<file path="config.mk">
export PLATFORM = sky130hd
export DESIGN_NAME = binary_mlp_inference_unit
export DESIGN_NICKNAME = d
export VERILOG_FILES = /design/src/bmi_pkg.sv /design/src/bmi_hidden_lane.sv /design/src/bmi_output_lane.sv /design/src/binary_mlp_inference_unit.sv
export SDC_FILE = /design/constraint.sdc
export NUM_CORES = 2
export LEC_CHECK = 0
export ABC_AREA = 1
export BUFFER_PORTS_ARGS = -buffer_cell sky130_fd_sc_hd__buf_2
export CAP_MARGIN = 20
export CORE_MARGIN = 5
export CORE_UTILIZATION = 35
export DETAILED_ROUTE_END_ITERATION = 8
export HOLD_SLACK_MARGIN = 0.02
export PLACE_DENSITY_LB_ADDON = 0.05
export SLEW_MARGIN = 25
export SYNTH_ARGS = -nofsm -noshare
export SYNTH_HDL_FRONTEND = slang
export SYNTH_SLANG_ARGS = --single-unit
</file>
<file path="constraint.sdc">
create_clock -name clk -period 4.86 [get_ports clk]
set_input_delay 0.486 -clock clk [delete_from_list [all_inputs] [get_ports clk]]
set_output_delay 0.486 -clock clk [all_outputs]
set_load 0.01 [all_outputs]
</file>
<file path="src/bmi_pkg.sv">
// bmi_pkg: shared types and constants of the binary mlp inference unit
// word layouts, command codes and layer sizes; no dependencies
package bmi_pkg;

  localparam int IN_COUNT     = 16;
  localparam int HIDDEN_COUNT = 32;
  localparam int OUT_COUNT    = 8;

  localparam int CMD_W  = 2;
  localparam int IDX_W  = 5;
  localparam int WORD_W = 32;
  localparam int ACT_W  = 16;
  localparam int HID_W  = 32;
  localparam int OBIT_W = 8;

  localparam int IDX_EXT_W  = IDX_W + 1;
  localparam int HID_IDX_W  = (HIDDEN_COUNT > 1) ? $clog2(HIDDEN_COUNT) : 1;
  localparam int OUT_IDX_W  = (OUT_COUNT > 1) ? $clog2(OUT_COUNT) : 1;
  localparam int IN_CNT_W   = $clog2(IN_COUNT + 1);
  localparam int HID_CNT_W  = $clog2(HIDDEN_COUNT + 1);
  localparam int IN_HALF    = (IN_COUNT + 1) / 2;
  localparam int HID_HALF   = (HIDDEN_COUNT + 1) / 2;

  typedef enum logic [CMD_W-1:0] {
    CMD_LOAD_HIDDEN = 2'd0,
    CMD_LOAD_OUTPUT = 2'd1,
    CMD_INFER       = 2'd2
  } cmd_t;

  typedef struct packed {
    logic [CMD_W-1:0]  cmd;
    logic [IDX_W-1:0]  neuron_index;
    logic [WORD_W-1:0] weight_word;
    logic [ACT_W-1:0]  activations;
  } in_word_t;

  typedef struct packed {
    logic [HID_W-1:0]  hidden_bits;
    logic [OBIT_W-1:0] out_bits;
  } out_word_t;

endpackage

</file>
<file path="src/bmi_hidden_lane.sv">
// bmi_hidden_lane: one hidden neuron, xnor popcount against its weight column
// depends on bmi_pkg
module bmi_hidden_lane import bmi_pkg::*; (
  input  logic [IN_COUNT-1:0] act,
  input  logic [IN_COUNT-1:0] weights,
  output logic                fires
);

  logic [IN_COUNT-1:0]  agree_vec;
  logic [IN_CNT_W-1:0]  agree_cnt;

  always_comb begin
    agree_vec = ~(act ^ weights);
    agree_cnt = '0;
    for (int i = 0; i < IN_COUNT; i++) begin
      agree_cnt = agree_cnt + IN_CNT_W'(agree_vec[i]);
    end
    fires = (agree_cnt >= IN_CNT_W'(IN_HALF));
  end

endmodule

</file>
<file path="src/bmi_output_lane.sv">
// bmi_output_lane: one output neuron, xnor popcount over the hidden signs
// depends on bmi_pkg
module bmi_output_lane import bmi_pkg::*; (
  input  logic [HIDDEN_COUNT-1:0] hid,
  input  logic [HIDDEN_COUNT-1:0] weights,
  output logic                    fires
);

  logic [HIDDEN_COUNT-1:0] agree_vec;
  logic [HID_CNT_W-1:0]    agree_cnt;

  always_comb begin
    agree_vec = ~(hid ^ weights);
    agree_cnt = '0;
    for (int i = 0; i < HIDDEN_COUNT; i++) begin
      agree_cnt = agree_cnt + HID_CNT_W'(agree_vec[i]);
    end
    fires = (agree_cnt >= HID_CNT_W'(HID_HALF));
  end

endmodule

</file>
<file path="src/binary_mlp_inference_unit.sv">
// binary_mlp_inference_unit: two-layer binarized perceptron, top level
// depends on bmi_pkg, bmi_hidden_lane, bmi_output_lane
// pipeline: two register stages; an infer word goes through stage one, then the output register
// throughput: one word per cycle unless out_stall holds the pipe; hidden lanes run in the accept
// cycle, output lanes in the second stage, each stage ended by a register
// reset clears the stage and output valid flags; weight columns are not cleared
module binary_mlp_inference_unit import bmi_pkg::*; (
  input  logic      clk,
  input  logic      rst_n,
  input  logic      in_valid,
  output logic      in_stall,
  input  in_word_t  in_data,
  output logic      out_valid,
  input  logic      out_stall,
  output out_word_t out_data
);

  logic [IN_COUNT-1:0]     hid_w_r [HIDDEN_COUNT];
  logic [HIDDEN_COUNT-1:0] out_w_r [OUT_COUNT];

  logic                    s1_valid_r, s1_valid_nxt;
  logic                    s1_infer_r;
  logic [OUT_IDX_W-1:0]    s1_idx_r;
  logic [HIDDEN_COUNT-1:0] s1_word_r;
  logic [HIDDEN_COUNT-1:0] s1_hid_r;

  logic                    out_valid_r, out_valid_nxt;
  out_word_t               out_data_r;

  logic                    in_acc, adv_out;
  logic                    is_infer, is_load_hid, is_load_out, s1_take;
  logic [IDX_EXT_W-1:0]    idx_ext;
  logic [IN_COUNT-1:0]     act;
  logic [HIDDEN_COUNT-1:0] hid_now;
  logic [OUT_COUNT-1:0]    obits_now;
  logic [HID_W-1:0]        hid_fit;
  logic [OBIT_W-1:0]       obits_fit;

  assign adv_out  = !out_valid_r || !out_stall;
  assign in_stall = s1_valid_r && !adv_out;
  assign in_acc   = in_valid && !in_stall;

  assign idx_ext     = {1'b0, in_data.neuron_index};
  assign is_infer    = (in_data.cmd == CMD_INFER);
  assign is_load_hid = (in_data.cmd == CMD_LOAD_HIDDEN) &&
                       (idx_ext < IDX_EXT_W'(HIDDEN_COUNT));
  assign is_load_out = (in_data.cmd == CMD_LOAD_OUTPUT) &&
                       (idx_ext < IDX_EXT_W'(OUT_COUNT));
  assign s1_take     = in_acc && (is_infer || is_load_out);

  assign act = IN_COUNT'(in_data.activations);

  // hidden layer lanes
  for (genvar j = 0; j < HIDDEN_COUNT; j++) begin : g_hid
    bmi_hidden_lane u_lane (
      .act     (act),
      .weights (hid_w_r[j]),
      .fires   (hid_now[j])
    );
  end

  // output layer lanes
  for (genvar k = 0; k < OUT_COUNT; k++) begin : g_out
    bmi_output_lane u_lane (
      .hid     (s1_hid_r),
      .weights (out_w_r[k]),
      .fires   (obits_now[k])
    );
  end

  assign hid_fit   = HID_W'(s1_hid_r);
  assign obits_fit = OBIT_W'(obits_now);

  always_comb begin
    s1_valid_nxt = s1_valid_r;
    if (adv_out) begin
      s1_valid_nxt = 1'b0;
    end
    if (s1_take) begin
      s1_valid_nxt = 1'b1;
    end
    out_valid_nxt = out_valid_r;
    if (adv_out) begin
      out_valid_nxt = s1_valid_r && s1_infer_r;
    end
  end

  always_ff @(posedge clk) begin
    if (!rst_n) begin
      s1_valid_r  <= 1'b0;
      out_valid_r <= 1'b0;
    end else begin
      s1_valid_r  <= s1_valid_nxt;
      out_valid_r <= out_valid_nxt;
    end
  end

  // hidden columns are written at accept, ahead of any later infer
  always_ff @(posedge clk) begin
    if (in_acc && is_load_hid) begin
      hid_w_r[in_data.neuron_index[HID_IDX_W-1:0]] <= IN_COUNT'(in_data.weight_word);
    end
  end

  always_ff @(posedge clk) begin
    if (s1_take) begin
      s1_infer_r <= is_infer;
      s1_idx_r   <= in_data.neuron_index[OUT_IDX_W-1:0];
      s1_word_r  <= HIDDEN_COUNT'(in_data.weight_word);
      s1_hid_r   <= hid_now;
    end
  end

  // output columns are written as the load leaves stage one, keeping word order
  always_ff @(posedge clk) begin
    if (adv_out && s1_valid_r && !s1_infer_r) begin
      out_w_r[s1_idx_r] <= s1_word_r;
    end
  end

  always_ff @(posedge clk) begin
    if (adv_out && s1_valid_r && s1_infer_r) begin
      out_data_r.hidden_bits <= hid_fit;
      out_data_r.out_bits    <= obits_fit;
    end
  end

  assign out_valid = out_valid_r;
  assign out_data  = out_data_r;

endmodule

</file>
After elaboration in Yosys (flattened, before gate mapping)
Memories as Yosys holds them, arrays and structs flattened.
Index checks and enable logic that the tools add are counted.
Operators by class
  $add $sub $neg: 728
  multipliers: 0
  divide/modulo/power cells: 0
  $lt $le $gt $ge: 42
  equal/unequal tests: 2
  shift-type cells: 0
  mux-type cells: 6
  bitwise operators: 80
  reduce and logical (&&, ||, !) cells: 19
Operators by type and width (number)
  $add 5x1->5: 448
  $add 6x1->6: 240
  $not 16->16: 32
  $xor 16x16->16: 32
  $not 32->32: 8
  $xor 32x32->32: 8
  $ge 5x4->1 const B: 32
  $add 1x1->2: 40
  $ge 6x5->1 const B: 8
  $logic_and 1x1->1: 10
  $lt 5x6->1 const B: 1
  $mux 1: 6
  $logic_not 1->1: 5
  $lt 5x4->1 const B: 1
  $eq 2x1->1 const B: 1
  $eq 2x2->1 const B: 1
  $logic_not 2->1: 1
  $logic_or 1x1->1: 2
  $reduce_bool 2->1: 1
Storage, ports and cells
  register bits: 110
  bits in latches: 0
  bits in writable memories: 768
  ROM bits: 0
  input bits: 59
  word-level logic and storage cells: 887
  memories: 2
Memories
  hid_w_r: depth 32, bits a word 16, rd ports 32, clocked after memory_dff 0, write ports 1, RTL line binary_mlp_inference_unit.sv:18  | logic [IN_COUNT-1:0] hid_w_r [HIDDEN_COUNT];
  out_w_r: depth 8, bits a word 32, rd ports 8, clocked after memory_dff 0, write ports 1, RTL line binary_mlp_inference_unit.sv:19  | logic [HIDDEN_COUNT-1:0] out_w_r [OUT_COUNT];

Depth between registers and ports, before layout
An unclocked memory read counts as a cell.
  depth after elaboration: 35
  mapped depth: 20

Hierarchy
Synthesis repeated with hierarchy kept, for this count alone.
Second synthesis, totals
  cells, all modules: 3457
  area total of the unflattened synthesis: 50035.5 µm²
By module, submodules not included
  binary_mlp_inference_unit: times used 1, cells each 969, area an instance 26803.2 µm²
  bmi_hidden_lane: times used 32, cells each 53, area an instance 486.7 µm²
  bmi_output_lane: times used 8, cells each 99, area an instance 957.2 µm²

Worst setup path before layout
OpenSTA, ideal clock, no wires.
  path kind: register -> register
  from: reg s1_hid_r[0] (netlist: hid_fit[0])
  to: reg out_data_r (netlist bit out_data[0]) (data pin)
  data arrival time: 4.734 ns
  required time: 4.607 ns
  slack: -0.127 ns
  stages on the path, launching flop included: 21
  path buffers: 1
  clock period less this slack: 4.987 ns
  path through: edfxtp_1 > buf_2 > xnor2_1 > ha_1 > inv_1 > fa_1 > fa_1 > fa_1 > fa_1 > fa_1 > inv_1 > fa_1 > ha_1 > nand3_1 > nand2_1 > nand2_1 > nand2_1 > nand2_1 > nand2_1 > nand2_1 > nand2_1
Between the ends
  word-level cells in the longest chain between the ends: 34
Ends and longest elaborated chain
  start: declaration: RTL line binary_mlp_inference_unit.sv:25  | logic [HIDDEN_COUNT-1:0] s1_hid_r;
  start signal: assignment: RTL line binary_mlp_inference_unit.sv:110  | s1_hid_r <= hid_now;
  $xor 32x32->32: RTL line bmi_output_lane.sv:13  | agree_vec = ~(hid ^ weights);
  $not 32->32: RTL line bmi_output_lane.sv:13
  $add 1x1->2: RTL line bmi_output_lane.sv:16  | agree_cnt = agree_cnt + HID_CNT_W'(agree_vec[i]);
  $add 6x1->6 (30 in series): RTL line bmi_output_lane.sv:16
  $ge 6x5->1: RTL line bmi_output_lane.sv:18  | fires = (agree_cnt >= HID_CNT_W'(HID_HALF));
  net g_out[0].u_lane.fires: RTL line bmi_output_lane.sv:6  | output logic fires
  end: declaration: RTL line binary_mlp_inference_unit.sv:28  | out_word_t out_data_r;
The timed path passes the listed nets, and every way through them passes these cells.
A chain may end at the register's enable or synchronous reset.

Worst setup path in the final report
  from: reg s1_hid_r[28] (netlist: hid_fit[28])
  to: reg out_data_r (netlist bit out_data[7]) (data pin)
Between the ends
  word-level cells in the longest chain between the ends: 7
Ends and longest elaborated chain (RTL line)
  $xor 32x32->32: bmi_output_lane.sv:13
  $not 32->32: bmi_output_lane.sv:13
  $add 6x1->6 (4 in series): bmi_output_lane.sv:16
  $ge 6x5->1: bmi_output_lane.sv:18
  net g_out[7].u_lane.fires: bmi_output_lane.sv:6
The timed path passes the listed nets, and every way through them passes these cells.

==> results.tsv <==
metric	value	unit
LEAKAGE	23.07	nW
period utilisation layout	1.056	
CTS tree	done	
I/O Buffers	100	
number of global-route vias before repair	28310	
area share of the largest cell type after synthesis	0.5201	
CP endpoint kind	register	
initial antenna violation count	15	
Mapped Cells	3511	
final HPWL from detailed placement	90560	um
layout cells sized above 1	0.1216	
global placer's final weighted congestion	0.8059	
initial DRC count	1402	
clock-pin transition on the worst setup and hold timing paths	60	ps
total grt overflow	0	
fin nets	4593	
die width	390.1	um
Yosys reg bits	878	
skew final	29.17	ps
routed vias	25730	
Hold Path Class	in -> reg	
sequential share of the synthesized area	0.5209	
final worst slack	-270.3	ps
total track usage	0.1825	
Distinct cells, synth	21	
post-synthesis cell area	50580	um^2
Slew HR	0.3390	
io pins	101	
Synth area leader	edfxtp_1	
Synth area leaders	edfxtp_1 52%, fa_1 20%, xnor2_1 8.7%	
f_max	0.1949	GHz
Tmin final	5130	ps
critical path type	reg -> reg	
# setup viols final	8	
Min-Delay Endpoint	out_valid	
clock sinks	878	
Critical Path RT	5320	ps
crit-path max FO	3	
WHS Path Cells	3	
H-Tree Depth	3	
Routed wire per std cell	23.55	um
area of the core	143700	um^2
Max Cap Viol	0	
CP arrival	5590	ps
DR vias/cell	4.438	
largest net degree at the start of global routing	69	
FP Rows	139	
failing checks	negative setup slack	
DRC	0	
Worst VDD drop	0.5416	mV
Final ANT Viol Nets	0	
warnings from Yosys	0	
Num CTS Buffers	108	
RSZ-0062 raised after global routing	true	
die area	152200	um^2
CP Launch Type	register	
worst slew pin tran	989.2	ps
Cell Pwr Density	596.0	nW/um^2
TritonRoute pass-1 iters	5	
syn avg cell area	14.41	um^2
Setup TNS	-1734	ps
Pwr Total	34.82	mW
Final Hold Viols	0	
global-route wire length before repair	197500	um
count of pins over their slew limit	0	
worst reg-to-reg path cell count	21	
Starting Density	0.3521	
setup slack, reg-to-reg	-270	ps
P&R area growth vs syn	15.52	%
FF-to-FF Start	hid_fit[28]	
Clk Latency, worst-skew pair	710	ps
Bufs on Longest Clock Path	3	
Die Y	390.1	um
Clk Tree Root Cell	clkbuf_16	
outcome	complete, but fails checks	
hold_sp	out_stall	
final wirelength	136500	um
syn_nets	4298	
reg2reg end	out_data[7]	
[logic make-up after synthesis]
| group | after synthesis | synth area share |
|---|---|---|
| AO/OA/AOI/OAI | 67 | 0.007075 |
| XOR/XNOR | 760 | 0.1316 |
| flip-flops | 878 | 0.5209 |
| buffers and inverters | 824 | 0.06492 |
| AND/OR/NAND/NOR | 254 | 0.02177 |
| adder cells (fa/ha/maj) | 728 | 0.2537 |
[layout by cell type, fill, tap and decap left out, drive strengths merged]
master       synthesis  layout
diode                0       4
clkinvlp             0       6
fa                 496     496
clkinv               0      44
xor2               256     256
o21ai               27      27
xnor2              504     504
dfxtp                2       2
edfxtp             876     876
a211o                6       6
dlygate4sd3          0      18
clkbuf               0     127
nand3               47      47
nor2                79      79
inv                728     731
a21oi               34      34
buf                 96     263
bufinv               0      13
nand2              128     128
ha                 232     232
[per-stage QoR]
stage,instance area (um^2),hold slack (ps),setup slack [ps],utilization,std cells
2_1_floorplan,50590,420.6,-19.91,-,3511
3_3_place_gp,54460,482.8,-482.7,0.3791,5567
3_5_place_dp,54460,488.1,-458.7,0.3791,5567
4_1_cts,58300,27.88,-335.8,0.4059,5786
5_1_grt,58410,80.80,-454.3,0.4066,5792
6_report,58420,99.56,-270.3,0.4067,5796
[cells in the mapped netlist]
cell,instances
a211o_1,6
inv_4,1
edfxtp_1,876
nand2_2,1
fa_1,496
inv_2,2
nand2_4,1
buf_2,69
nor2_1,78
nand3_1,42
ha_1,232
dfxtp_1,2
nand2_1,126
buf_4,27
nor2_8,1
a21oi_1,34
nand3_4,5
xor2_1,256
o21ai_0,27
xnor2_1,504
inv_1,725
[flip-flops by register name, indices dropped and copies added (netlist names)]
signal and count:
out_data 40, out_w_r 256, hid_w_r 512, hid_fit 32, out_valid 1, s1_idx_r 3, s1_valid_r 1, s1_infer_r 1
s1_word_r 32
[metal layers]
metal	up-vias	track usage	routed length, um
met4	2	0.04020	3066
li1	11620	-	-
met5	-	0	7
met1	13550	0.2504	61210
met2	413	0.3112	67510
met3	149	0.02495	4680
[cell type report]
cell class	instances	area (um^2)
fillers	13340	85230
flip-flops and latches	878	26350
multi-input cells	1809	21160
clock buffers	127	2795
inverters	728	2738
well taps	1903	2381
repair buffers	281	2303
clock inverters	66	693.2
diodes	4	10.01
[power by group]
part | leakage, nW | switching (mW) | internal, mW
clock network | 1.69 | 3.26 | 4.77
logic | 13.5 | 10.5 | 7.44
registers | 7.91 | 0.162 | 8.71
total | 23.1 | 13.9 | 20.9
[worst max-delay path: stages, from the launching register on]
cell,delay [ps]
edfxtp_1,440
buf_4,170
buf_6,110
xor2_2,130
fa_2,500
fa_1,600
inv_1,70
fa_2,590
inv_2,50
fa_2,450
fa_1,560
inv_2,50
fa_1,470
ha_1,300
nand3_1,80
nand2_1,50
nand2_1,50
nand2_1,50
nand2_1,50
nand2_1,40
nand2_1,50
nand2_1,40
[how the worst max path moves through the flow]
stage                     cells after the start  slack, ps          end         from
after global routing                         21       -450  out_data[6]  hid_fit[24]
final                                        21       -270  out_data[7]  hid_fit[28]
after detailed placement                     20       -460  out_data[7]  hid_fit[22]
after floorplan                              20        -20  out_data[0]   hid_fit[0]
after CTS                                    20       -340  out_data[3]   hid_fit[1]
after global placement                       20       -480  out_data[7]  hid_fit[22]
[what timing repair did]
action	CTS	global route
resized for setup	26	17
setup buffers	8	6
hold buffers	18	0
pin swaps	54	24
endpoints found under the setup margin	8	8
hold endpoints to repair	19	0
Power figures use the tool's default switching activity.
